File: src/tlpt_pkg.sv
// ----------------------------------------------------------------------------
// tlpt_pkg
// Shared sizes, result codes and controller/datapath interface types of the
// two-level page table.
// ----------------------------------------------------------------------------
package tlpt_pkg;

  localparam int TABLE_SLOTS = 4;

  localparam int VA_W       = 32;
  localparam int FLAG_W     = 12;
  localparam int IDX_W      = 10;
  localparam int DIR_DEPTH  = 1 << IDX_W;
  localparam int SLOT_W     = (TABLE_SLOTS > 1) ? $clog2(TABLE_SLOTS) : 1;
  localparam int NF_W       = $clog2(TABLE_SLOTS + 1);
  localparam int DIR_W      = SLOT_W + 1;
  localparam int TBL_AW     = SLOT_W + IDX_W;
  localparam int TBL_DEPTH  = TABLE_SLOTS * DIR_DEPTH;

  localparam logic [VA_W-1:0] FRAME_MASK  = 32'hFFFF_F000;
  localparam logic [VA_W-1:0] OFFSET_MASK = 32'h0000_0FFF;

  localparam logic [1:0] RES_ZERO  = 2'd0;
  localparam logic [1:0] RES_FULL  = 2'd1;
  localparam logic [1:0] RES_FAULT = 2'd2;
  localparam logic [1:0] RES_WALK  = 2'd3;

  typedef struct packed {
    logic       clr_step;
    logic       capture;
    logic       dir_alloc;
    logic       tbl_write;
    logic       tbl_read;
    logic       load_res;
    logic [1:0] res_sel;
  } cmd_t;

  typedef struct packed {
    logic clr_last;
    logic op_translate;
    logic dir_present;
    logic slots_exhausted;
    logic out_free;
  } sts_t;

endpackage

File: src/tlpt_ctrl.sv
// ----------------------------------------------------------------------------
// tlpt_ctrl
// Sequencer: clearing pass after reset, then one item at a time through
// directory lookup and table walk.
// ----------------------------------------------------------------------------
module tlpt_ctrl (
  input  logic          clk_i,
  input  logic          rst_ni,
  input  logic          in_valid_i,
  output logic          in_stall_o,
  input  tlpt_pkg::sts_t sts_i,
  output tlpt_pkg::cmd_t cmd_o
);
  import tlpt_pkg::*;

  localparam logic [1:0] ST_CLEAR  = 2'd0;
  localparam logic [1:0] ST_IDLE   = 2'd1;
  localparam logic [1:0] ST_LOOKUP = 2'd2;
  localparam logic [1:0] ST_WALK   = 2'd3;

  logic [1:0] state_q, state_d;

  always_ff @(posedge clk_i or negedge rst_ni) begin
    if (!rst_ni) begin
      state_q <= ST_CLEAR;
    end else begin
      state_q <= state_d;
    end
  end

  always_comb begin
    state_d    = state_q;
    cmd_o      = '0;
    in_stall_o = (state_q != ST_IDLE);
    case (state_q)
      ST_CLEAR: begin
        cmd_o.clr_step = 1'b1;
        if (sts_i.clr_last) state_d = ST_IDLE;
      end
      ST_IDLE: begin
        if (in_valid_i) begin
          cmd_o.capture = 1'b1;
          state_d       = ST_LOOKUP;
        end
      end
      ST_LOOKUP: begin
        if (sts_i.op_translate) begin
          if (sts_i.dir_present) begin
            cmd_o.tbl_read = 1'b1;
            state_d        = ST_WALK;
          end else if (sts_i.out_free) begin
            cmd_o.load_res = 1'b1;
            cmd_o.res_sel  = RES_FAULT;
            state_d        = ST_IDLE;
          end
        end else if (sts_i.out_free) begin
          cmd_o.load_res = 1'b1;
          state_d        = ST_IDLE;
          if (!sts_i.dir_present && sts_i.slots_exhausted) begin
            cmd_o.res_sel = RES_FULL;
          end else begin
            cmd_o.res_sel   = RES_ZERO;
            cmd_o.tbl_write = 1'b1;
            cmd_o.dir_alloc = !sts_i.dir_present;
          end
        end
      end
      ST_WALK: begin
        if (sts_i.out_free) begin
          cmd_o.load_res = 1'b1;
          cmd_o.res_sel  = RES_WALK;
          state_d        = ST_IDLE;
        end
      end
      default: begin
        state_d = ST_CLEAR;
      end
    endcase
  end

endmodule

File: config.mk
export PLATFORM = sky130hd
export DESIGN_NAME = tlpt_ctrl
export DESIGN_NICKNAME = d
export VERILOG_FILES = /design/src/tlpt_pkg.sv /design/src/tlpt_ctrl.sv
export SDC_FILE = /design/constraint.sdc
export NUM_CORES = 1
export LEC_CHECK = 0
export ABC_AREA = 1
export BUFFER_PORTS_ARGS = -buffer_cell sky130_fd_sc_hd__buf_2
export CORE_AREA = 2 2 39 41
export CTS_CLUSTER_DIAMETER = 30
export DETAILED_ROUTE_END_ITERATION = 10
export DIE_AREA = 0 0 41 43
export PLACE_DENSITY = 0.47
export SLEW_MARGIN = 20
export SYNTH_ARGS = -nofsm -noshare
export SYNTH_HDL_FRONTEND = slang
export SYNTH_SLANG_ARGS = --single-unit
File: constraint.sdc
create_clock -name clk_i -period 1.1 [get_ports clk_i]
set_input_delay 0.22 -clock clk_i [delete_from_list [all_inputs] [get_ports clk_i]]
set_output_delay 0.22 -clock clk_i [all_outputs]
set_load 0.01 [all_outputs]
# == After elaboration in Yosys (flattened, before gate mapping) ==
# Cells that the tools add are included.
# totals
output_inout_bits,9
register_bits,2
wordCells,33
input_bits,8
# op_classes
n_mux,22
n_eq_ne,6
reduce_logical,4
# op_table
cell,count
$mux 3,6
$mux 2,8
$pmux 2 s4,1
$mux 1,6
$pmux 3 s2,1
$eq 2x2->1 const B,2
$ne 2x2->1 const B,2
$eq 2x1->1 const B,1
$logic_not 2->1,1
$ne 2x1->1 const B,1
$reduce_and 2->1,1
$logic_and 1x1->1,1
$logic_not 1->1,1

# == Logic depth before layout (Yosys ltp) ==
# Gate-level depths: netlist of run 1.
# depth
word_depth,6
ltp_mapped,6

# == Worst setup path after synthesis of run 1 ==
# OpenSTA, ideal clock, no wires.
# synth_timing
path_type,register -> output
start,reg state_q[0]
end,out cmd_o[5] (netlist name)
stages_incl_launch_ff,5
required_time_ps,880
arrival_time_ps,891
path_buffers,1
slack_ps,-11
path_cell_list,dfrtp_1 -> buf_4 -> inv_2 -> nand2_2 -> nor3_1
# synth_rtl
item,line,rtl
start: declaration,tlpt_ctrl.sv:21,"logic [1:0] state_q, state_d;"
start signal: assignment,tlpt_ctrl.sv:27,state_q <= state_d;
end: declaration,tlpt_ctrl.sv:12,output tlpt_pkg::cmd_t cmd_o

==> results of run 1 <==
[worst min-delay path by stage]
stage,end,depth (start not counted)
floorplan,state_q[0],0
global placement,state_q[0],1
detailed placement,state_q[1],1
CTS,state_q[1],3
global route,state_q[1],3
finish,state_q[1],3
[metal layers]
layer  vias up  routed length (um)  share of wire [%]  GRT usage [%]
met5         -                   0                  0              0
met4         0                   0                  0           4.00
met3         0                  54                7.4           1.57
met2        12                 346                 48           11.3
met1       130                 325                 45           9.87
li1        166                   -                  -              -
[worst reg2reg max path: stages (launching register included)]
cell	delay, ns
dfrtp_2	0.43
buf_4	0.15
buf_6	0.11
buf_4	0.13
o21ai_2	0.12
nand2_1	0.06
nand2_1	0.06
[per-stage QoR]
step | setup WS [ns] | std cells
4_1_cts | -0.248 | 76
3_5_place_dp | -0.0582 | 70
6_report | -0.268 | 79
3_3_place_gp | -0.0694 | 70
2_1_floorplan | 0.0176 | 37
5_1_grt | -0.334 | 79
[final cells by class]
type / count / area (um2)
fillers: 159 / 937
repair buffers: 24 / 166
multi-input cells: 28 / 163
flip-flops and latches: 2 / 52.6
clock buffers: 3 / 22.5
inverters: 6 / 22.5
well taps: 16 / 20.0
[report_power, final]
| part | internal [mW] | switching (mW) | leakage (nW) | total [mW] |
|---|---|---|---|---|
| combinational | 0.415 | 0.351 | 0.217 | 0.766 |
| sequential | 0.120 | 0.0782 | 0.0212 | 0.198 |
| clock | 0.121 | 0.0447 | 0.0138 | 0.166 |
| total | 0.656 | 0.474 | 0.252 | 1.13 |
[cell families (layout without fill, tap and decap cells)]
family | count (synthesis) | count (layout) | share of synthesized area (%)
flip-flops | 2 | 2 | 24.0
AO/OA/AOI/OAI | 2 | 2 | 4.79
buffers and inverters | 7 | 33 | 14.4
AND/OR/NAND/NOR | 26 | 26 | 56.9
[Yosys cell counts]
cell / instances
nand2_1: 9
nand3_1: 6
nor2_1: 5
inv_1: 4
nor2_2: 4
dfrtp_1: 2
inv_2: 2
a21oi_1: 1
buf_4: 1
nand2_2: 1
nor3_1: 1
o21ai_0: 1
[timing repair]
item,4_1_cts,5_1_grt
setup endpoints to repair,9,9
setup buffers,2,3
pin swaps,1,2
resized for setup,4,11
hold endpoints to repair,2,0
hold buffers,1,0
==> impl_results.md, run 1 <==
* Setup crit start kind: register
* Vias in the first global route at 232
* Biggest regs: state_q x2
* Routed vias at 308
* Delay-heaviest family, CP: flip-flops
* Post-synth cell types at 12
* Register area share after synthesis at 24.0%
* CP Class: register to output port
* Fin util at 32.3%
* Cell Rows at 14
* Port bufs at 16
* Synth-to-layout area growth at 114%
* CORE AREA at 1380 um2
* WHS at 0.295 ns
* DP Wirelength at 504 um
* Avg Vias per Cell at 3.90
* Outcome: finished, violations left
* Max-cap violations at 0
* CP endpoint kind: output port
* DIE AREA at 1760 um2
* Chip width at 41 um
* Post-DP Area at 322 um2
* Slowest CP cell: dfrtp_2
* Worst r2r src: state_q[0]
* Failing checks: negative setup slack
* Largest register FFs at 2
* Antenna violations before repair at 0
* Largest reg by FF count: state_q
* WL final at 726 um
* # diodes at 0
* Worst Hold Class: input port to register
* Number of CTS-inserted buffers at 3
* WL/cell at 9.19 um
* Final nets at 73
* I/O pins at 17
* Worst EP required at 0.88 ns
* CP cell instances: buf_4 -> buf_6 -> nand2_2 -> nor2_1 -> buf_2
* Initial core utilization at 15.1%
* Ratio of total power to cell area at 2530 nW/um2
* Setup TNS at -1.95 ns
* H-tree Lvls at 1
* Total gr overflow at 0
* Worst setup path startpoint: state_q[0]
* Critical Path AT at 1.15 ns
* CTS tree: yes
* Synth Register Bits at 2
* Final setup viols at 10
* Worst R2R End: state_q[0]
* 1st-iter DRT viols at 5
* Clock Tree Buf Depth at 2
* Reg2reg setup slack at -0.03 ns
* CTS root buffer: clkbuf_4
* Pre-antenna DRT Iters at 4
* Slew @ Worst Pin at 0.234 ns
* Top fanout value on the critical path at 5
* First-pass GRT wire length at 917 um
* Min cycle time layout at 1.37 ns
* Hold Path Origin: in_valid_i
* Leakage power at 0.252 nW
* Reg2Reg Depth at 6
* Clock tree sinks at 2
* Layout Skew at 0.00456 ns
* Fin area at 447 um2
* CP endpoint: cmd_o[6]
* Final ANT Viol Nets at 0
* Final Hold Fails at 0
* Critical Path Max Stage Delay at 0.43 ns
* RSZ-0062 raised after global routing: true
* Post-synthesis cell count at 37
* Commonest non-fill, non-tap cell in the layout: buf_2
* Placer Congestion at 0.743
* Clock Pin Slew Worst Setup and Hold Paths at 0.03 ns
* Cell types occupying the most area after synthesis: dfrtp_1, nand2_1, nand3_1
* Remaining DRCs at 0
* DIE HEIGHT at 43 um
* Most frequent cells in the layout: buf_2, nand2_1, nand3_1, buf_6
* Peak supply drop at 541 uV
* Post-synth net total at 45
* Layout cell share with drive strength beyond 1 at 63.5%
* Yosys Warn Count at 0
* Worst rel slew slack at 84.4%
* Critical path depth at 5
* Fin crit share at 124%
* Buffers & Inverters on Critical Path at 3
* Top-area cell type share of the netlist area at 24.0%
* Pin count of the biggest net entering global routing at 6
* Gr usage total at 7.61%
* Post-Synthesis Cell Area at 209 um2
* Post-route setup slack at -0.268 ns
* Total power at 1.13 mW
* Final Max Slew Viols at 0
* Clock Latency Late Sink at 0.23 ns
* Max Clk Rate at 731 MHz
* Avg Cell Area, Syn at 5.65 um2
* Top cell type by total area after synthesis: dfrtp_1
Power figures use the tool's default switching activity.
==> run 2, diff against run 1 <==
Settings changed: ABC_AREA 1 to unset, BUFFER_PORTS_ARGS -buffer_cell sky130_fd_sc_hd__buf_2 to -buffer_cell sky130_fd_sc_hd__buf_4, PLACE_DENSITY 0.47 to 0.46.
==> run 2 against run 1 <==
  * The flow still finishes with violations (negative setup slack)
  * Synthesized cell count down 24%
  * Total power fell by 11%
  * Worst setup slack worse by 0.097 ns
  * Hold slack got worse by 0.034 ns
  * Maximum frequency shrank 6.6%
  * Critical path type unchanged
  * Sequential cell count did not move
  * Clock skew is 0.0024 ns lower
  * Sequential power fell by 30%
  * Core utilization increased by 1.3 points
==> impl_results.md, run 2 <==
* First-pass GRT wire length at 972 um (+6.0%)
* DP Wirelength at 496 um (-1.6%)
* Commonest non-fill, non-tap cell in the layout: buf_4
* Post-Synthesis Cell Area at 190 um2 (-9.0%)
* Worst EP required at 0.88 ns (about the same)
* Port bufs at 16 (unchanged)
* Avg Cell Area, Syn at 6.79 um2 (+20%)
* Most common cell in the netlist: nor2_1
* Cell Rows at 14 (unchanged)
* Total gr overflow at 0 (unchanged)
* Final Max Slew Viols at 0 (unchanged)
* Final setup viols at 9 (-1)
* Clock tree sinks at 2 (unchanged)
* Largest reg by FF count: state_q
* 1st-iter DRT viols at 0 (-5)
* Placer Congestion at 0.623 (-16%)
* Top-area cell type share of the netlist area at 26.3% (+2.4 points)
* Total power at 1.00 mW (-11%)
* WL/cell at 9.39 um (+2.1%)
* Placed cell count at 65 (-7.1%)
* I/O pins at 17 (unchanged)
* Gr usage total at 9.24% (+1.6 points)
* Setup crit start kind: register
* DIE HEIGHT at 43 um (unchanged)
* Slew @ Worst Pin at 0.235 ns (+0.00157 ns)
* Worst Hold Class: input port to register
* Fin cells at 70 (-11%)
* Clock Tree Buf Depth at 2 (unchanged)
* DIE AREA at 1760 um2 (unchanged)
* Pin count of the biggest net entering global routing at 7 (+1)
* Layout cell share with drive strength beyond 1 at 70.4% (+6.9 points)
* Post-DP Area at 379 um2 (+18%)
* # diodes at 0 (unchanged)
* Post-synth cell types at 16 (+4)
* Multi-input logic area at 163 um2 (unchanged)
* Yosys Warn Count at 0 (unchanged)
* Chip width at 41 um (unchanged)
* Final nets at 64 (-12%)
* Avg Vias per Cell at 3.99 (+2.2%)
* CTS root buffer: clkbuf_4
* Remaining DRCs at 0 (unchanged)
* Most frequent cells in the layout: buf_4, buf_6
* Final ANT Viol Nets at 0 (unchanged)
* Main synth FF type: dfrtp_1
* Outcome: finished, violations left
* Clock Pin Slew Worst Setup and Hold Paths at 0.03 ns (about the same)
* CORE AREA at 1380 um2 (unchanged)
* Failing checks: negative setup slack
* Routed vias at 279 (-9.4%)
* Antenna violations before repair at 0 (unchanged)
* RSZ-0062 raised after global routing: true
* Ratio of total power to cell area at 2160 nW/um2 (-14%)
* Top fanout value on the critical path at 3 (-2)
* Max-cap violations at 0 (unchanged)
* CP endpoint kind: output port
* Number of CTS-inserted buffers at 3 (unchanged)
* Layout Skew at 0.00211 ns (-0.00245 ns)
* Worst rel slew slack at 84.3% (about the same)
* Critical Path AT at 1.25 ns (+0.10 ns)
* Initial core utilization at 13.7% (-1.4 points)
* H-tree Lvls at 1 (unchanged)
* Top cell type by total area after synthesis: dfrtp_1
* Final Hold Fails at 0 (unchanged)
* CTS tree: yes
* Post-route setup slack at -0.366 ns (-0.0974 ns)
* Fin area at 464 um2 (+3.9%)
* Max Clk Rate at 682 MHz (-6.6%)
* Leakage power at 0.238 nW (-5.8%)
* Biggest regs: state_q x2
* Leading cell types by count after synthesis: nor2_1, a21oi_1, inv_1, dfrtp_1, nand2_1
* Min cycle time layout at 1.47 ns (+0.0974 ns)
* Post-synth net total at 36 (-20%)
* Number of flops mapped to enable cells by yosys at 0 (unchanged)
* Register area share after synthesis at 26.3% (+2.4 points)
* Layout fillers at 160 (+0.63%)
* FFs w/ async S/R, synth at 100% (unchanged)
* Clock Latency Late Sink at 0.22 ns (about the same)
* Post-synthesis cell count at 28 (-24%)
* Largest register FFs at 2 (unchanged)
* Vias in the first global route at 274 (+18%)
* Cell types occupying the most area after synthesis: dfrtp_1, nor2_1, a21oi_1
* Synth-to-layout area growth at 144%
* CP Class: register to output port
* Synth Register Bits at 2 (unchanged)
* Fin crit share at 133% (+8.9 points)
* Pre-antenna DRT Iters at 1 (-3)
* Setup TNS at -2.15 ns (-0.197 ns)
* WL final at 657 um (-9.5%)
* Reg area at 50.0 um2 (-4.8%)
* Peak supply drop at 784 uV (+45%)
-- run 2: changes by cell type after synthesis, sizes merged --
| cell | change |
|---|---|
| nand2 | -7 |
| nand3 | -6 |
| inv | -3 |
| a21oi | +2 |
| nor2 | -2 |
| a211o | +1 |
| and2 | +1 |
| and3b | +1 |
| nand2b | +1 |
| nor2b | +1 |
| o21ai | +1 |
| or3 | +1 |
-- run 2: metal layers --
metal	global-route usage [%]	part of all wire [%]
met1	7.07	37
met4	12.0	2.9
met3	3.14	8.8
met5	0	0
met2	14.4	51
-- run 2: worst paths after layout --
check,to,depth (start not counted),start,slack [ns]
max,cmd_o[5],3,state_q[0],-0.37
min,state_q[1],3,in_valid_i,0.26
max reg2reg,state_q[1],5,state_q[0],0.02
min reg2reg,state_q[0],2,state_q[1],0.62
max in group asynchronous,state_q[1],2,rst_ni,0.69
min in group asynchronous,state_q[0],2,rst_ni,0.32
-- run 2: where the power goes --
group	internal [mW]	switching, mW	leakage, nW
combinational	0.396	0.312	0.201
sequential	0.113	0.0259	0.0228
clock	0.120	0.0382	0.0138
-- run 2: cells by family (layout without fill, tap and decap cells) --
| family | count (synthesis) | in the layout | share of synthesized area, % |
|---|---|---|---|
| AO/OA/AOI/OAI | 6 | 6 | 17.8 |
| buffers and inverters | 4 | 30 | 8.55 |
| flip-flops | 2 | 2 | 26.3 |
| AND/OR/NAND/NOR | 16 | 16 | 47.4 |
-- run 2: what timing repair did --
item,CTS,global route
pin swaps,2,0
endpoints found under the hold margin,2,0
endpoints found under the setup margin,9,10
buffers inserted,1,0
resized for setup,8,5
hold buffers,1,0
cloned,0,0
-- run 2: area by class of cell --
type,instances,area share (%)
repair buffers,24,42.6
well taps,16,4.31
clock buffers,3,4.85
flip-flops and latches,2,10.8
multi-input cells,22,35.0
inverters,3,2.43
-- run 2: stage by stage --
| stage | hold WS (ns) | util [%] | setup WS (ns) |
|---|---|---|---|
| 2_1_floorplan | -0.0756 | - | -0.142 |
| 3_3_place_gp | 0.00578 | 27.4 | -0.124 |
| 3_5_place_dp | 0.00743 | 27.4 | -0.135 |
| 4_1_cts | 0.252 | 32.4 | -0.366 |
| 5_1_grt | 0.260 | 33.5 | -0.427 |
| 6_report | 0.260 | 33.5 | -0.366 |
-- run 2: worst max-delay path: stages, from the launching register on --
cell	delay, ns
dfrtp_1	0.38
or3_4	0.40
nor3_4	0.12
buf_6	0.12
